## src/hdl/lss_pkg.sv

```systemverilog
// shared types and constants for the link and sync supervisor
package lss_pkg;

  localparam int unsigned TIME_W = 32;
  localparam int unsigned CHAN_W = 8;
  localparam int unsigned STREAK_W = 8;
  localparam int unsigned BACKOFF_W = 16;
  localparam int unsigned CFG_ADDR_W = 3;
  localparam int unsigned CFG_DATA_W = 32;

  // register indexes
  localparam logic [CFG_ADDR_W-1:0] REG_RECONNECT_INTERVAL = 3'd0;
  localparam logic [CFG_ADDR_W-1:0] REG_INIT_CONNECT_TIMEOUT = 3'd1;
  localparam logic [CFG_ADDR_W-1:0] REG_DROP_TIMEOUT = 3'd2;
  localparam logic [CFG_ADDR_W-1:0] REG_SYNC_TIMEOUT = 3'd3;
  localparam logic [CFG_ADDR_W-1:0] REG_RESYNC_INTERVAL = 3'd4;
  localparam logic [CFG_ADDR_W-1:0] REG_SYNC_FAIL_LIMIT = 3'd5;

  // register reset values
  localparam logic [TIME_W-1:0] RST_RECONNECT_INTERVAL = 32'd5000;
  localparam logic [TIME_W-1:0] RST_INIT_CONNECT_TIMEOUT = 32'd60000;
  localparam logic [TIME_W-1:0] RST_DROP_TIMEOUT = 32'd300000;
  localparam logic [TIME_W-1:0] RST_SYNC_TIMEOUT = 32'd8000;
  localparam logic [TIME_W-1:0] RST_RESYNC_INTERVAL = 32'd3600000;
  localparam logic [STREAK_W-1:0] RST_SYNC_FAIL_LIMIT = 8'd5;

  // backoff steps and streak saturation
  localparam logic [BACKOFF_W-1:0] BACKOFF_SHORT = 16'd10000;
  localparam logic [BACKOFF_W-1:0] BACKOFF_MID = 16'd30000;
  localparam logic [BACKOFF_W-1:0] BACKOFF_LONG = 16'd60000;
  localparam logic [STREAK_W-1:0] STREAK_MAX = 8'd255;

  typedef enum logic [1:0] {
    MODE_CONNECTING = 2'd0,
    MODE_SYNCING    = 2'd1,
    MODE_READY      = 2'd2,
    MODE_FAILED     = 2'd3
  } mode_t;

  typedef struct packed {
    logic [TIME_W-1:0] now_ms;
    logic              link_up;
    logic              sync_ok;
    logic [CHAN_W-1:0] channel;
  } in_word_t;

  typedef struct packed {
    logic [1:0]           link_state;
    logic                 reconnect_req;
    logic [CHAN_W-1:0]    reconnect_channel;
    logic                 restart_req;
    logic                 sync_started;
    logic                 first_connect;
    logic                 fetch_config;
    logic                 uplink_ready;
    logic [BACKOFF_W-1:0] retry_backoff_ms;
  } out_word_t;

  typedef struct packed {
    logic [TIME_W-1:0]   reconnect_interval_ms;
    logic [TIME_W-1:0]   init_connect_timeout_ms;
    logic [TIME_W-1:0]   drop_timeout_ms;
    logic [TIME_W-1:0]   sync_timeout_ms;
    logic [TIME_W-1:0]   resync_interval_ms;
    logic [STREAK_W-1:0] sync_fail_limit;
  } cfg_t;

  // backoff picked by the failure streak
  function automatic logic [BACKOFF_W-1:0] backoff_for(input logic [STREAK_W-1:0] streak);
    logic [BACKOFF_W-1:0] b;
    if (streak <= 8'd1) begin
      b = BACKOFF_SHORT;
    end else if (streak == 8'd2) begin
      b = BACKOFF_MID;
    end else begin
      b = BACKOFF_LONG;
    end
    return b;
  endfunction

endpackage

```

## src/hdl/link_sync_supervisor_core.sv

```systemverilog
// top level of the link and clock sync supervisor
//
// One input word is one poll tick: time, link status, sync result and channel.
// Every tick yields exactly one result word: state, reconnect and restart
// requests, sync start, first-connect and config-fetch flags and the backoff.
// Both channels use valid/stall; a word moves at an edge with valid high and
// stall low. The block takes one word per cycle, back to back, while the receiver does not stall.
// A word lands in the input register, then the decision logic updates the
// supervisor state and loads the result register. The state loop is one pass
// of compares and adds, so a tick can follow every cycle.
// When the receiver stalls, the result register holds its word and the input
// register still takes one more word; in_stall rises only when both are full.
// Configuration is a plain write port (cfg_we, cfg_addr, cfg_data); the user must
// write it only while the block is idle, which the block does not enforce; unused indexes are ignored.
// Synchronous reset restores the register defaults, the connecting state and
// empties both registers.
module link_sync_supervisor_core (
  input  logic                            clk,
  input  logic                            rst,
  input  logic                            in_valid,
  output logic                            in_stall,
  input  lss_pkg::in_word_t               in_data,
  output logic                            out_valid,
  input  logic                            out_stall,
  output lss_pkg::out_word_t              out_data,
  input  logic                            cfg_we,
  input  logic [lss_pkg::CFG_ADDR_W-1:0]  cfg_addr,
  input  logic [lss_pkg::CFG_DATA_W-1:0]  cfg_data
);
  import lss_pkg::*;

  cfg_t       cfg;
  logic       in_full;
  in_word_t   in_q;
  out_word_t  step_word;
  logic       out_free;
  logic       advance;

  assign out_free = !out_valid || !out_stall;
  assign advance = in_full && out_free;
  assign in_stall = in_full && !out_free;

  lss_cfg_regs u_cfg (
    .clk      (clk),
    .rst      (rst),
    .cfg_we   (cfg_we),
    .cfg_addr (cfg_addr),
    .cfg_data (cfg_data),
    .cfg      (cfg)
  );

  lss_step u_step (
    .clk      (clk),
    .rst      (rst),
    .commit   (advance),
    .in_word  (in_q),
    .cfg      (cfg),
    .out_word (step_word)
  );

  // input register
  always_ff @(posedge clk) begin
    if (rst) begin
      in_full <= 1'b0;
    end else if (!in_stall) begin
      in_full <= in_valid;
    end
  end

  always_ff @(posedge clk) begin
    if (!in_stall && in_valid) begin
      in_q <= in_data;
    end
  end

  // result register
  always_ff @(posedge clk) begin
    if (rst) begin
      out_valid <= 1'b0;
    end else if (out_free) begin
      out_valid <= advance;
    end
  end

  always_ff @(posedge clk) begin
    if (advance) begin
      out_data <= step_word;
    end
  end

  // checks on the block's own logic
  a_stall_only_when_full: assert property (@(posedge clk) disable iff (rst)
    in_stall |-> (in_full && out_valid && out_stall))
    else $error("input stalled while a register was free");

  a_ready_matches_state: assert property (@(posedge clk) disable iff (rst)
    out_valid |-> (out_data.uplink_ready == (out_data.link_state == MODE_READY)))
    else $error("uplink_ready disagrees with link_state");

  a_backoff_only_on_fail: assert property (@(posedge clk) disable iff (rst)
    (out_valid && out_data.retry_backoff_ms != '0) |-> (out_data.link_state == MODE_FAILED))
    else $error("backoff reported outside the failed state");

  a_start_state: assert property (@(posedge clk) disable iff (rst)
    (out_valid && out_data.sync_started) |->
      (out_data.link_state == MODE_SYNCING || out_data.link_state == MODE_READY))
    else $error("sync started but state is neither syncing nor ready");

  a_channel_without_req: assert property (@(posedge clk) disable iff (rst)
    (out_valid && !out_data.reconnect_req) |-> (out_data.reconnect_channel == '0))
    else $error("reconnect channel set without a request");

endmodule

```

## src/hdl/lss_cfg_regs.sv

```systemverilog
// configuration registers of the supervisor
module lss_cfg_regs (
  input  logic                            clk,
  input  logic                            rst,
  input  logic                            cfg_we,
  input  logic [lss_pkg::CFG_ADDR_W-1:0]  cfg_addr,
  input  logic [lss_pkg::CFG_DATA_W-1:0]  cfg_data,
  output lss_pkg::cfg_t                   cfg
);
  import lss_pkg::*;

  // register file with write decode
  always_ff @(posedge clk) begin
    if (rst) begin
      cfg.reconnect_interval_ms <= RST_RECONNECT_INTERVAL;
      cfg.init_connect_timeout_ms <= RST_INIT_CONNECT_TIMEOUT;
      cfg.drop_timeout_ms <= RST_DROP_TIMEOUT;
      cfg.sync_timeout_ms <= RST_SYNC_TIMEOUT;
      cfg.resync_interval_ms <= RST_RESYNC_INTERVAL;
      cfg.sync_fail_limit <= RST_SYNC_FAIL_LIMIT;
    end else if (cfg_we) begin
      case (cfg_addr)
        REG_RECONNECT_INTERVAL: cfg.reconnect_interval_ms <= cfg_data;
        REG_INIT_CONNECT_TIMEOUT: cfg.init_connect_timeout_ms <= cfg_data;
        REG_DROP_TIMEOUT: cfg.drop_timeout_ms <= cfg_data;
        REG_SYNC_TIMEOUT: cfg.sync_timeout_ms <= cfg_data;
        REG_RESYNC_INTERVAL: cfg.resync_interval_ms <= cfg_data;
        REG_SYNC_FAIL_LIMIT: cfg.sync_fail_limit <= cfg_data[STREAK_W-1:0];
        default: begin
        end
      endcase
    end
  end

endmodule

```

## src/hdl/lss_step.sv

```systemverilog
// per-tick decision logic and supervisor state
module lss_step (
  input  logic                clk,
  input  logic                rst,
  input  logic                commit,
  input  lss_pkg::in_word_t   in_word,
  input  lss_pkg::cfg_t       cfg,
  output lss_pkg::out_word_t  out_word
);
  import lss_pkg::*;

  mode_t                 mode_state, mode_next;
  logic                  down_valid, down_valid_next;
  logic [TIME_W-1:0]     down_since_ms, down_since_ms_next;
  logic [TIME_W-1:0]     last_reconnect_ms, last_reconnect_ms_next;
  logic [CHAN_W-1:0]     last_channel, last_channel_next;
  logic                  ever_connected, ever_connected_next;
  logic [TIME_W-1:0]     sync_start_ms, sync_start_ms_next;
  logic [TIME_W-1:0]     last_resync_ms, last_resync_ms_next;
  logic [TIME_W-1:0]     next_sync_ms, next_sync_ms_next;
  logic [STREAK_W-1:0]   fail_streak, fail_streak_next;
  logic                  config_fetched, config_fetched_next;

  logic [TIME_W-1:0]     now;
  logic [TIME_W-1:0]     down_ref;
  logic [TIME_W-1:0]     limit;
  logic [TIME_W-1:0]     since_reconnect, since_down, since_resync, since_sync, since_retry;
  logic                  start;
  mode_t                 mode_mid;
  logic [STREAK_W-1:0]   streak_inc;
  logic [BACKOFF_W-1:0]  backoff;

  assign now = in_word.now_ms;
  assign down_ref = down_valid ? down_since_ms : now;
  assign limit = ever_connected ? cfg.drop_timeout_ms : cfg.init_connect_timeout_ms;

  // wrapping elapsed times
  assign since_reconnect = now - last_reconnect_ms;
  assign since_down = now - down_ref;
  assign since_resync = now - last_resync_ms;
  assign since_sync = now - sync_start_ms;
  assign since_retry = now - next_sync_ms;

  assign streak_inc = (fail_streak < STREAK_MAX) ? fail_streak + 8'd1 : fail_streak;
  assign backoff = backoff_for(streak_inc);

  // next state and result word for one tick
  always_comb begin
    mode_next = mode_state;
    down_valid_next = down_valid;
    down_since_ms_next = down_since_ms;
    last_reconnect_ms_next = last_reconnect_ms;
    last_channel_next = last_channel;
    ever_connected_next = ever_connected;
    sync_start_ms_next = sync_start_ms;
    last_resync_ms_next = last_resync_ms;
    next_sync_ms_next = next_sync_ms;
    fail_streak_next = fail_streak;
    config_fetched_next = config_fetched;
    out_word = '0;
    start = 1'b0;
    mode_mid = mode_state;

    if (!in_word.link_up) begin
      // link down: throttled reconnect and restart watchdog
      mode_next = MODE_CONNECTING;
      if (!down_valid) begin
        down_valid_next = 1'b1;
        down_since_ms_next = now;
      end
      if (since_reconnect > cfg.reconnect_interval_ms) begin
        last_reconnect_ms_next = now;
        out_word.reconnect_req = 1'b1;
        out_word.reconnect_channel = last_channel;
      end
      if (since_down > limit) begin
        out_word.restart_req = 1'b1;
      end
    end else begin
      // link up: decide whether a sync starts
      if (down_valid) begin
        down_valid_next = 1'b0;
        down_since_ms_next = '0;
        last_channel_next = in_word.channel;
        if (!ever_connected) begin
          ever_connected_next = 1'b1;
          out_word.first_connect = 1'b1;
        end
        start = 1'b1;
      end else if (mode_state == MODE_FAILED) begin
        start = !since_retry[TIME_W-1];
      end else if (mode_state != MODE_SYNCING && since_resync > cfg.resync_interval_ms) begin
        start = 1'b1;
      end
      if (start) begin
        sync_start_ms_next = now;
        last_resync_ms_next = now;
        mode_mid = MODE_SYNCING;
        out_word.sync_started = 1'b1;
      end
      mode_next = mode_mid;
      // sync in progress: success or timeout
      if (mode_mid == MODE_SYNCING) begin
        if (in_word.sync_ok) begin
          mode_next = MODE_READY;
          fail_streak_next = '0;
          if (!config_fetched) begin
            config_fetched_next = 1'b1;
            out_word.fetch_config = 1'b1;
          end
        end else if ((start ? '0 : since_sync) > cfg.sync_timeout_ms) begin
          fail_streak_next = streak_inc;
          if (streak_inc > cfg.sync_fail_limit) begin
            out_word.restart_req = 1'b1;
          end
          out_word.retry_backoff_ms = backoff;
          next_sync_ms_next = now + {{(TIME_W-BACKOFF_W){1'b0}}, backoff};
          mode_next = MODE_FAILED;
          if (!config_fetched) begin
            config_fetched_next = 1'b1;
            out_word.fetch_config = 1'b1;
          end
        end
      end
    end

    out_word.link_state = mode_next;
    out_word.uplink_ready = (mode_next == MODE_READY);
  end

  // state registers, updated when a word moves to the result register
  always_ff @(posedge clk) begin
    if (rst) begin
      mode_state <= MODE_CONNECTING;
      down_valid <= 1'b0;
      down_since_ms <= '0;
      last_reconnect_ms <= '0;
      last_channel <= '0;
      ever_connected <= 1'b0;
      sync_start_ms <= '0;
      last_resync_ms <= '0;
      next_sync_ms <= '0;
      fail_streak <= '0;
      config_fetched <= 1'b0;
    end else if (commit) begin
      mode_state <= mode_next;
      down_valid <= down_valid_next;
      down_since_ms <= down_since_ms_next;
      last_reconnect_ms <= last_reconnect_ms_next;
      last_channel <= last_channel_next;
      ever_connected <= ever_connected_next;
      sync_start_ms <= sync_start_ms_next;
      last_resync_ms <= last_resync_ms_next;
      next_sync_ms <= next_sync_ms_next;
      fail_streak <= fail_streak_next;
      config_fetched <= config_fetched_next;
    end
  end

endmodule

```

## config.mk

```make
export PLATFORM = sky130hd
export DESIGN_NAME = link_sync_supervisor_core
export DESIGN_NICKNAME = d
export VERILOG_FILES = /design/src/hdl/lss_pkg.sv /design/src/hdl/link_sync_supervisor_core.sv /design/src/hdl/lss_cfg_regs.sv /design/src/hdl/lss_step.sv
export SDC_FILE = /design/constraint.sdc
export NUM_CORES = 1
export LEC_CHECK = 0
export BUFFER_PORTS_ARGS = -buffer_cell sky130_fd_sc_hd__buf_2
export CAP_MARGIN = 10
export CORE_MARGIN = 10
export CORE_UTILIZATION = 45
export DETAILED_ROUTE_END_ITERATION = 6
export MAX_ROUTING_LAYER = met4
export PLACE_DENSITY = 0.65
export SLEW_MARGIN = 20
export SYNTH_ARGS = -nofsm -noshare
export SYNTH_HDL_FRONTEND = slang
export SYNTH_SLANG_ARGS = --single-unit
```

## constraint.sdc

```tcl
create_clock -name clk -period 16.95 [get_ports clk]
set_clock_uncertainty 0.2 [all_clocks]
set_input_delay 4.2375 -clock clk [delete_from_list [all_inputs] [get_ports clk]]
set_output_delay 4.2375 -clock clk [all_outputs]
set_load 0.01 [all_outputs]
```

======== Yosys cells after proc, flatten, opt, wreduce, memory -nomap -nowiden ========
Cells that the tools add are included.
storage, ports and cells
  output and inout port bits .............. 34
  logic and storage cells ................. 123
  input bits .............................. 82
  register bits after elaboration ......... 393
operators by class
  eq/ne operators ......................... 11
  reduce and logical (&&, ||, !) cells .... 28
  bitwise operators ....................... 5
  mux-type cells .......................... 35
  add/subtract/negate cells ............... 6
  magnitude comparators ................... 7
operator list
  kind                   number
  $mux W32               5
  $gt A32 B32 Y1         4
  $sub A32 B32 Y32       4
  $add A32 B16 Y32       1
  $mux W16               2
  $mux W8                3
  $mux W1                18
  $reduce_and A2 Y1      9
  $mux W2                6
  $mux W9                1
  $reduce_and A3 Y1      3
  $add A8 B1 Y8 const B  1
  $eq A8 B2 Y1 const B   1
  $gt A8 B8 Y1           1
  $le A8 B1 Y1 const B   1
  $lt A8 B8 Y1 const B   1
  $eq A3 B2 Y1 const B   2
  $eq A3 B3 Y1 const B   2
  $logic_not A1 Y1       5
  $not A1 Y1             5
  $reduce_and A5 Y1      1
  $eq A2 B2 Y1 const B   2
  $logic_and A1 B1 Y1    4
  $ne A2 B1 Y1 const B   2
  8 further kinds        8

======== Longest topological paths before layout ========
Gate-level depths: netlist of the first run.
  depth after elaboration ................. 14
  depth in mapped cells ................... 35
  depth with buffers taken out ............ 32

======== Modules after synthesis ========
Synthesis of the first run repeated with hierarchy kept, for this count alone.
unflattened totals
  cell total of the unflattened synthesis .. 2848
  area total of the unflattened synthesis .. 25633.3 sq um
by module, submodules not included
  module                     instances  cells an instance  seq. area each (sq um)  area each (sq um)
  lss_step                   1          2156               2982.9                  16753.6
  lss_cfg_regs               1          608                3363.2                  6571.3
  link_sync_supervisor_core  1          84                 2262.2                  2308.5

======== Worst setup path before layout of the first run ========
No wires, ideal clock.
  path kind ............................... input port to output port
  from .................................... input out_stall
  to ...................................... output in_stall
  stages on the path ...................... 1
  data required time ...................... 12.512 ns
  data arrival time ....................... 4.457 ns
  setup slack ............................. 8.055 ns
  path buffers ............................ 0
  path through ............................ and3_1
on the way
  word-level cells in the longest chain between the ends .. 4
RTL lines
  element              RTL line                         RTL
  start: declaration   link_sync_supervisor_core.sv:24  input logic out_stall,
  $logic_not A1 Y1     link_sync_supervisor_core.sv:39  assign out_free = !out_valid || !out_stall;
  $logic_or A1 B1 Y1   link_sync_supervisor_core.sv:39
  $logic_not A1 Y1     link_sync_supervisor_core.sv:41  assign in_stall = in_full && !out_free;
  $logic_and A1 B1 Y1  link_sync_supervisor_core.sv:41
  end: declaration     link_sync_supervisor_core.sv:21  output logic in_stall,
Every way passes these cells.

======== Final worst setup path of the first run ========
  from .................................... register in_q[11] (netlist bit)
  to ...................................... register u_step.next_sync_ms[14]
on the way
  word-level cells in the longest chain between the ends .. 11
  elaborated cells between the ends (all ways) .. 16
  classes of those cells .................. add/sub: 3; order compare: 2; eq/ne: 1; mux: 7; reduce/logical: 3
RTL lines
  element                                                                    RTL line                         RTL
  start: declaration                                                         link_sync_supervisor_core.sv:34  in_word_t in_q;
  start signal: assignment                                                   link_sync_supervisor_core.sv:72  in_q <= in_data;
  parallel branches: the longest is 11 deep, another holds $sub A32 B32 Y32  n/a
  end signal: assignment                                                     lss_step.sv:154                  next_sync_ms <= next_sync_ms_next;
  end: declaration                                                           lss_step.sv:20                   logic [TIME_W-1:0] next_sync_ms, next_sync_ms_next;
Parallel ways; which one is timed is not known. The select of a mux whose other input is x is not followed.
A chain may end at the register's enable or synchronous reset.

==> summary.md, run 1 <==
| Metric | Value |
|---|---|
| Clock Tree Root | clkbuf_16 |
| Worst VDD drop | 71.9 µV |
| Hold Path Cell Cnt | 2 |
| First-pass GRT wire length | ~110 mm |
| Post-CTS Setup Repair Bufs | 0 |
| Share of cells above drive strength 1 | 8.60% |
| PostCTS Resize Cnt | 0 |
| DIE WIDTH | 252 µm |
| Worst skew pair latency | 0.60 ns |
| Crit start category | register |
| Drt first pass iters | 6 |
| CTS tree | yes |
| Distinct cell type count after synthesis | 70 |
| Die ar. | between 60,000 and 70,000 µm² |
| Initial antenna violation count | 0 |
| # IOs | 116 |
| Setup TNS | 0 ns |
| Vias | a little over 20k |
| Synth Area per Inst | 8.25 µm² |
| Seq/Total Area, Yosys | 34.4% |
| Die Ht | around 250 µm |
| Clock slew at reported path FFs | approximately 0.060 ns |
| FILL cells | 4,961 |
| Async set or reset register ratio after synthesis | 0% |
| Largest net degree at the start of global routing | around 110 |
| Post-layout net count | 3,348 |
| GRT Residual Overflow | 0 |
| Hold_ws | roughly 0.25 ns |
| Fin crit share | between 50% and 60% |
| Final ANT Viol Nets | 0 |
| Slowest CP cell | edfxtp_1 |
| FF+latch count, synth | about 380 |
| Ys flop type | dfxtp_1 |
| Final Hold Fails | 0 |
| Detailed-route wire length per cell | 18.9 µm |
| Slew @ Worst Pin | ~1.1 ns |
| Leak | 0.0110 µW |
| DP HPWL | around 52 mm |
| Hold buffers post-CTS | 0 |
| Core ar. | 52,900 µm² |
| CTS buffer count | 45 |
| Max Clock Freq | between 0.1 and 0.15 GHz |
| Synth warn | 0 |
| Most frequent CP cell | a21oi_1 |
| DRC | 0 |
| Vias in the first global route | a little over 20k |
| Synth-to-Final Area Change | 10.9% |
| First DRT Iteration DRCs | about 1.6k |
| Max_slew headroom | 28.6% |
| Min Tclk post-route | just over 9 ns |
| Crit path arrival time | between 9 and 10 ns |
| Max Buffers Root-to-Sink | 3 |
| Placed instance area | 25,300 µm² |
| Finished Layout Cells | 3,713 |
| RSZ-0062 raised after global routing | false |
| Final Wtd Congestion | slightly below 1 |
| Critical path class | reg -> reg |
| Core Rows | 84 |
| Highest net fanout along the worst path | 54 |
| Reg2Reg Setup Slack | a little under 8 ns |
| CP Buf/Inv Count | 1 |
| Sink Count | 383 |
| Crit-path leading delay family | compound AO/OA/AOI/OAI gates |
| Max_cap viols | 0 |
| # port buffers | 110 |
| Pwr Density | 98.7 nW/µm² |
| Max incr delay on CP | ~0.63 ns |
| Footprint of the multi-input gates | around 14,000 µm² |
| HP Class | reg -> reg |
| Final WL | 70.2 mm |
| Design Area, Final | between 20,000 and 30,000 µm² |
| Status | complete, no violations |
| Number of flops mapped to enable cells by yosys | 64 |
| Total GRT Usage | 22.3% |
| Sequential cell area | just over 8000 µm² |
| Synth Instances | ~2.9k |
| Worst path required time | approximately 17 ns |
| Mapped Area | between 20,000 and 25,000 µm² |
| H-tree depth | 2 |
| Worst reg2reg path depth | 29 |
| Initial core utilization | ~46% |
| Vias per inst | 5.59 |
| Placed cells | around 3.6k |
| Final slew viol count | 0 |
| # setup viols final | 0 |
| Critical Path Stages | 29 |
| Post-layout total power | approximately 2600 µW |
| CP endpoint kind | register |
## stage by stage
stage | worst slack [ns] | util, %
CTS | 7.78 | 50.6
floorplan | 8.06 | -
global route | 7.05 | 50.6
global placement | 7.79 | 47.8
detailed placement | 7.78 | 47.8
finish | 7.76 | 50.7
## final timing paths
path,start,to
max,in_q[11],u_step.next_sync_ms[14]
min,u_cfg.cfg[125],u_cfg.cfg[125]
max reg2reg,in_q[11],u_step.next_sync_ms[14]
min reg2reg,u_cfg.cfg[125],u_cfg.cfg[125]
## per-layer routing
layer	wire, µm	GRT usage (%)	vias to the layer above
met5	0	-	-
met4	1750	6.32	0
met3	4170	3.23	108
met2	30700	34.4	578
met1	33600	29.9	9863
li1	-	-	10200
## tightest hold or removal path, cell delays in order (launching register included)
cell	delay, ns
dfxtp_1	0.31
nand2_1	0.05
a21oi_1	0.05
## sequential cells by signal, summed over array words and instances, names as in the netlist
register                  flops
u_step.last_channel           8
u_step.sync_start_ms         32
u_step.down_valid             1
in_q                         42
u_step.config_fetched         1
u_step.next_sync_ms          32
u_cfg.cfg                   168
out_valid                     1
u_step.last_reconnect_ms     32
u_step.ever_connected         1
u_step.down_since_ms         32
u_step.mode_state             2
u_step.fail_streak            8
out_data                     22
in_full                       1
## layout make-up
type	instances	share of cell area, %
well taps	688	3.21
clock inverters	18	0.692
inverters	247	3.46
multi-input cells	2170	53.8
repair buffers	143	3.03
clock buffers	63	4.80
flip-flops and latches	383	31.0
diodes	1	0.00935
## cell usage in the layout, fill, tap and decap left out, types with 18 or more instances in the layout
cell type  instances
xnor2_1           74
clkbuf_16         46
dfxtp_1          317
o21a_1            27
inv_1            245
nand4_1           46
mux2i_1          120
a21o_1           113
nand2b_1          18
buf_4             32
xor2_1            38
nor3_1            19
nor2_1           218
a21oi_1          323
nand3_1           61
nand2_1          452
o211ai_1          29
buf_2            109
ha_1             272
nor2b_1           51
and2_1            21
edfxtp_1          64
o21ai_0           71
a22oi_1           32
## cells in the mapped netlist, drive strengths merged, types with 5 or more instances
library cell | count | area (µm²)
nand2 | 454 | 1700
a21oi | 323 | 1620
dfxtp | 319 | 6390
ha | 272 | 3400
inv | 245 | 920
nor2 | 220 | 826
mux2i | 120 | 1200
a21o | 113 | 848
clkbuf | 105 | 395
o21ai | 75 | 375
xnor2 | 74 | 648
edfxtp | 64 | 1920
nand3 | 62 | 310
nor2b | 53 | 332
nand4 | 46 | 288
xor2 | 38 | 333
a22oi | 32 | 240
o211ai | 30 | 230
a211oi | 29 | 303
buf | 28 | 189
o21a | 28 | 210
and2 | 22 | 138
nor3 | 19 | 95.1
nand2b | 18 | 113
and3 | 16 | 100
o21bai | 14 | 105
a31oi | 9 | 56.3
nor4 | 9 | 56.3
or3 | 9 | 56.3
o31ai | 8 | 60.1
or2 | 7 | 43.8
a22o | 5 | 43.8
o22ai | 5 | 31.3
## cells by family after synthesis
| kind of cell | synth area share (%) |
|---|---|
| compound gates | 18.7 |
| xor+xnor | 4.06 |
| fa+ha+maj | 14.4 |
| buf+inv | 6.26 |
| flops | 34.4 |
| mux | 5.02 |
| other cells | 0.0155 |
| simple gates | 17.1 |
## where the power goes
group	switching (µW)	total [µW]	leakage [µW]	internal [µW]
Sequential	26.0	989	0.00321	962
Clock	396	970	0.000722	574
Combinational	412	683	0.00706	272
Total	834	2640	0.0110	1810
No activity file was read; power rests on OpenSTA's default activity.
==> inputs of run 2 (changes only) <==
--- a/config.mk
+++ b/config.mk
@@ -11,7 +11,7 @@
 export CORE_UTILIZATION = 45
 export DETAILED_ROUTE_END_ITERATION = 6
 export MAX_ROUTING_LAYER = met4
-export PLACE_DENSITY = 0.65
+export PLACE_DENSITY = 0.67
 export SLEW_MARGIN = 20
 export SYNTH_ARGS = -nofsm -noshare
 export SYNTH_HDL_FRONTEND = slang
==> constraint.sdc (replaced) <==
create_clock -name clk -period 7.8 [get_ports clk]
set_clock_uncertainty 0.2 [all_clocks]
set_input_delay 1.95 -clock clk [delete_from_list [all_inputs] [get_ports clk]]
set_output_delay 1.95 -clock clk [all_outputs]
set_load 0.01 [all_outputs]
==> run 2 against run 1 <==
Against the previous run: die area is the same; sequential power grew 120%; clock power increased by 120%; via count up 1.6%; final cell count is 1.5% higher; non-clock buffer count rose by 56; critical endpoint is now u_step.next_sync_ms[27]; largest cell class unchanged.
==> summary.md, run 2 (synthesized netlist as in run 1, its figures left out) <==
| Metric | Value |
|---|---|
| Reg2reg start | in_q[22] |
| Worst path required time | around 8.1 ns |
| Min Tclk post-route | about 7.5 ns |
| Min-delay src | u_cfg.cfg[96] |
| CP endpoint kind | register |
| Initial antenna violation count | 0 |
| Critical path class | reg -> reg |
| Final WL | 72.9 mm |
| DP HPWL | 54.5 mm |
| Most frequent cells in the layout | nand2_1, a21oi_1, dfxtp_1 |
| Clock Tree Root | clkbuf_16 |
| Fin crit share | 96.2% |
| Final Hold Fails | 0 |
| # port buffers | 110 |
| FILL cells | between 4k and 5k |
| Top flop regs | u_cfg.cfg: 168 flops, in_q: 42 flops |
| H-tree depth | 2 |
| # IOs | roughly 120 |
| Post-layout total power | between 5000 and 6000 µW |
| Pwr Density | between 200 and 250 nW/µm² |
| Core Rows | 84 |
| Reg2reg end | u_step.next_sync_ms[27] |
| Max Buffers Root-to-Sink | 3 |
| Largest Register | u_cfg.cfg |
| Sink Count | ~380 |
| Max_slew headroom | between 30% and 40% |
| Share of cells above drive strength 1 | roughly 11% |
| # setup viols final | 0 |
| Setup TNS | 0 ns |
| Hold buffers post-CTS | 0 |
| Vias | about 21k |
| Largest register FFs | 168 |
| Most common cell after layout, fill and taps aside | nand2_1 |
| Highest net fanout along the worst path | 20 |
| Final ANT Viol Nets | 0 |
| Largest net degree at the start of global routing | 170 |
| GRT Residual Overflow | 0 |
| Slowest CP cell | a2111oi_4 |
| Synth-to-Final Area Change | 13.8% |
| DRC | 0 |
| Final slew viol count | 0 |
| Reg2Reg Setup Slack | roughly 0.3 ns |
| First-pass GRT wire length | roughly 110 mm |
| Max Clock Freq | between 0.1 and 0.15 GHz |
| Max incr delay on CP | around 0.46 ns |
| HP Class | reg -> reg |
| Clock slew at reported path FFs | 0.06 ns |
| Detailed-route wire length per cell | around 19 µm |
| Vias per inst | 5.60 |
| Initial core utilization | a little under half |
| CTS tree | yes |
| Drt first pass iters | 7 |
| First DRT Iteration DRCs | about 1.9k |
| Crit path arrival time | roughly 7.8 ns |
| Leak | around 0.011 µW |
| Worst VDD drop | around 170 µV |
| Worst reg2reg path depth | 32 |
| Final Wtd Congestion | 0.932 |
| DIE WIDTH | around 250 µm |
| Core ar. | 52,900 µm² |
| Die Ht | between 200 and 300 µm |
| Slew @ Worst Pin | 1.02 ns |
| Status | complete, no violations |
| Total GRT Usage | a little under a quarter |
| Crit start category | register |
| Hold Path Cell Cnt | 2 |
| Post-layout net count | approximately 3.4k |
| CTS buffer count | 45 |
| Vias in the first global route | about 20k |
| Worst skew pair latency | 0.58 ns |
| Hold Path End | u_cfg.cfg[96] |
| Die ar. | 63,300 µm² |
| Max_cap viols | 0 |
## run 2: cell types whose count changed in the layout (fill, tap and decap cells not counted), sizes merged
cell	change
buf	+53
clkinvlp	-1
clkbuf	+4
## run 2: critical path: cells and delay by family (launching register included)
family	cells	cell delay, ns
AND/OR/NAND/NOR	13	2.44
buffers and inverters	4	0.69
flip-flops	1	0.39
adder cells (fa/ha/maj)	3	0.86
XOR/XNOR	1	0.14
AO/OA/AOI/OAI	11	2.64
## run 2: worst max path at each step
stage / from / to / slack, ns / depth (start not counted)
6_report: in_q[22] / u_step.next_sync_ms[27] / 0.29 / 32
5_1_grt: in_q[10] / u_step.next_sync_ms[1] / -0.04 / 35
4_1_cts: in_q[10] / u_step.next_sync_ms[27] / 0.004 / 35
3_5_place_dp: in_q[10] / u_step.next_sync_ms[2] / -0.29 / 34
3_3_place_gp: in_q[10] / u_step.next_sync_ms[2] / 0.007 / 34
2_1_floorplan: in_q[16] / u_step.next_sync_ms[1] / 0.54 / 33
## run 2: final cells by class
| type | count | area, µm² | area share, % |
|---|---|---|---|
| multi-input cells | 2170 | 14600 | 52.9 |
| flip-flops and latches | 383 | 8310 | 30.2 |
| diodes | 1 | 2.50 | 0.00910 |
| inverters | 247 | 927 | 3.37 |
| clock inverters | 17 | 164 | 0.596 |
| clock buffers | 64 | 1340 | 4.88 |
| well taps | 688 | 861 | 3.13 |
| repair buffers | 199 | 1330 | 4.84 |
## run 2: where the power goes
| part | internal, µW | total [µW] | switching [µW] |
|---|---|---|---|
| Sequential | 2090 | 2150 | 54.3 |
| Combinational | 662 | 1630 | 970 |
| Clock | 1290 | 2150 | 862 |
## run 2: what timing repair did
item	4_1_cts	5_1_grt
pin swaps	1	10
cloned	0	3
buffers inserted	1	10
setup endpoints to repair	40	50
gates resized for setup	4	27
## run 2: stage by stage
| stage | instances | hold WS (ns) | utilization, % | area, µm² | setup slack, ns |
|---|---|---|---|---|---|
| after floorplan | 2933 | 0.226 | - | 24200 | 0.537 |
| after global placement | 3673 | 0.234 | 48.6 | 25700 | 0.00667 |
| after detailed placement | 3673 | 0.242 | 48.6 | 25700 | -0.294 |
| after CTS | 3755 | 0.250 | 51.5 | 27200 | 0.00353 |
| after global routing | 3768 | 0.268 | 52.0 | 27500 | -0.0362 |
| final | 3769 | 0.252 | 52.0 | 27500 | 0.294 |
## run 2: routing by layer
metal	vias up	share of wire, %	wire (µm)	global-route usage [%]
li1	10300	-	-	-
met1	10000	48	34700	31.3
met2	655	43	31600	34.6
met3	106	6.5	4730	3.21
met4	0	2.5	1850	5.89
met5	-	0	0	-
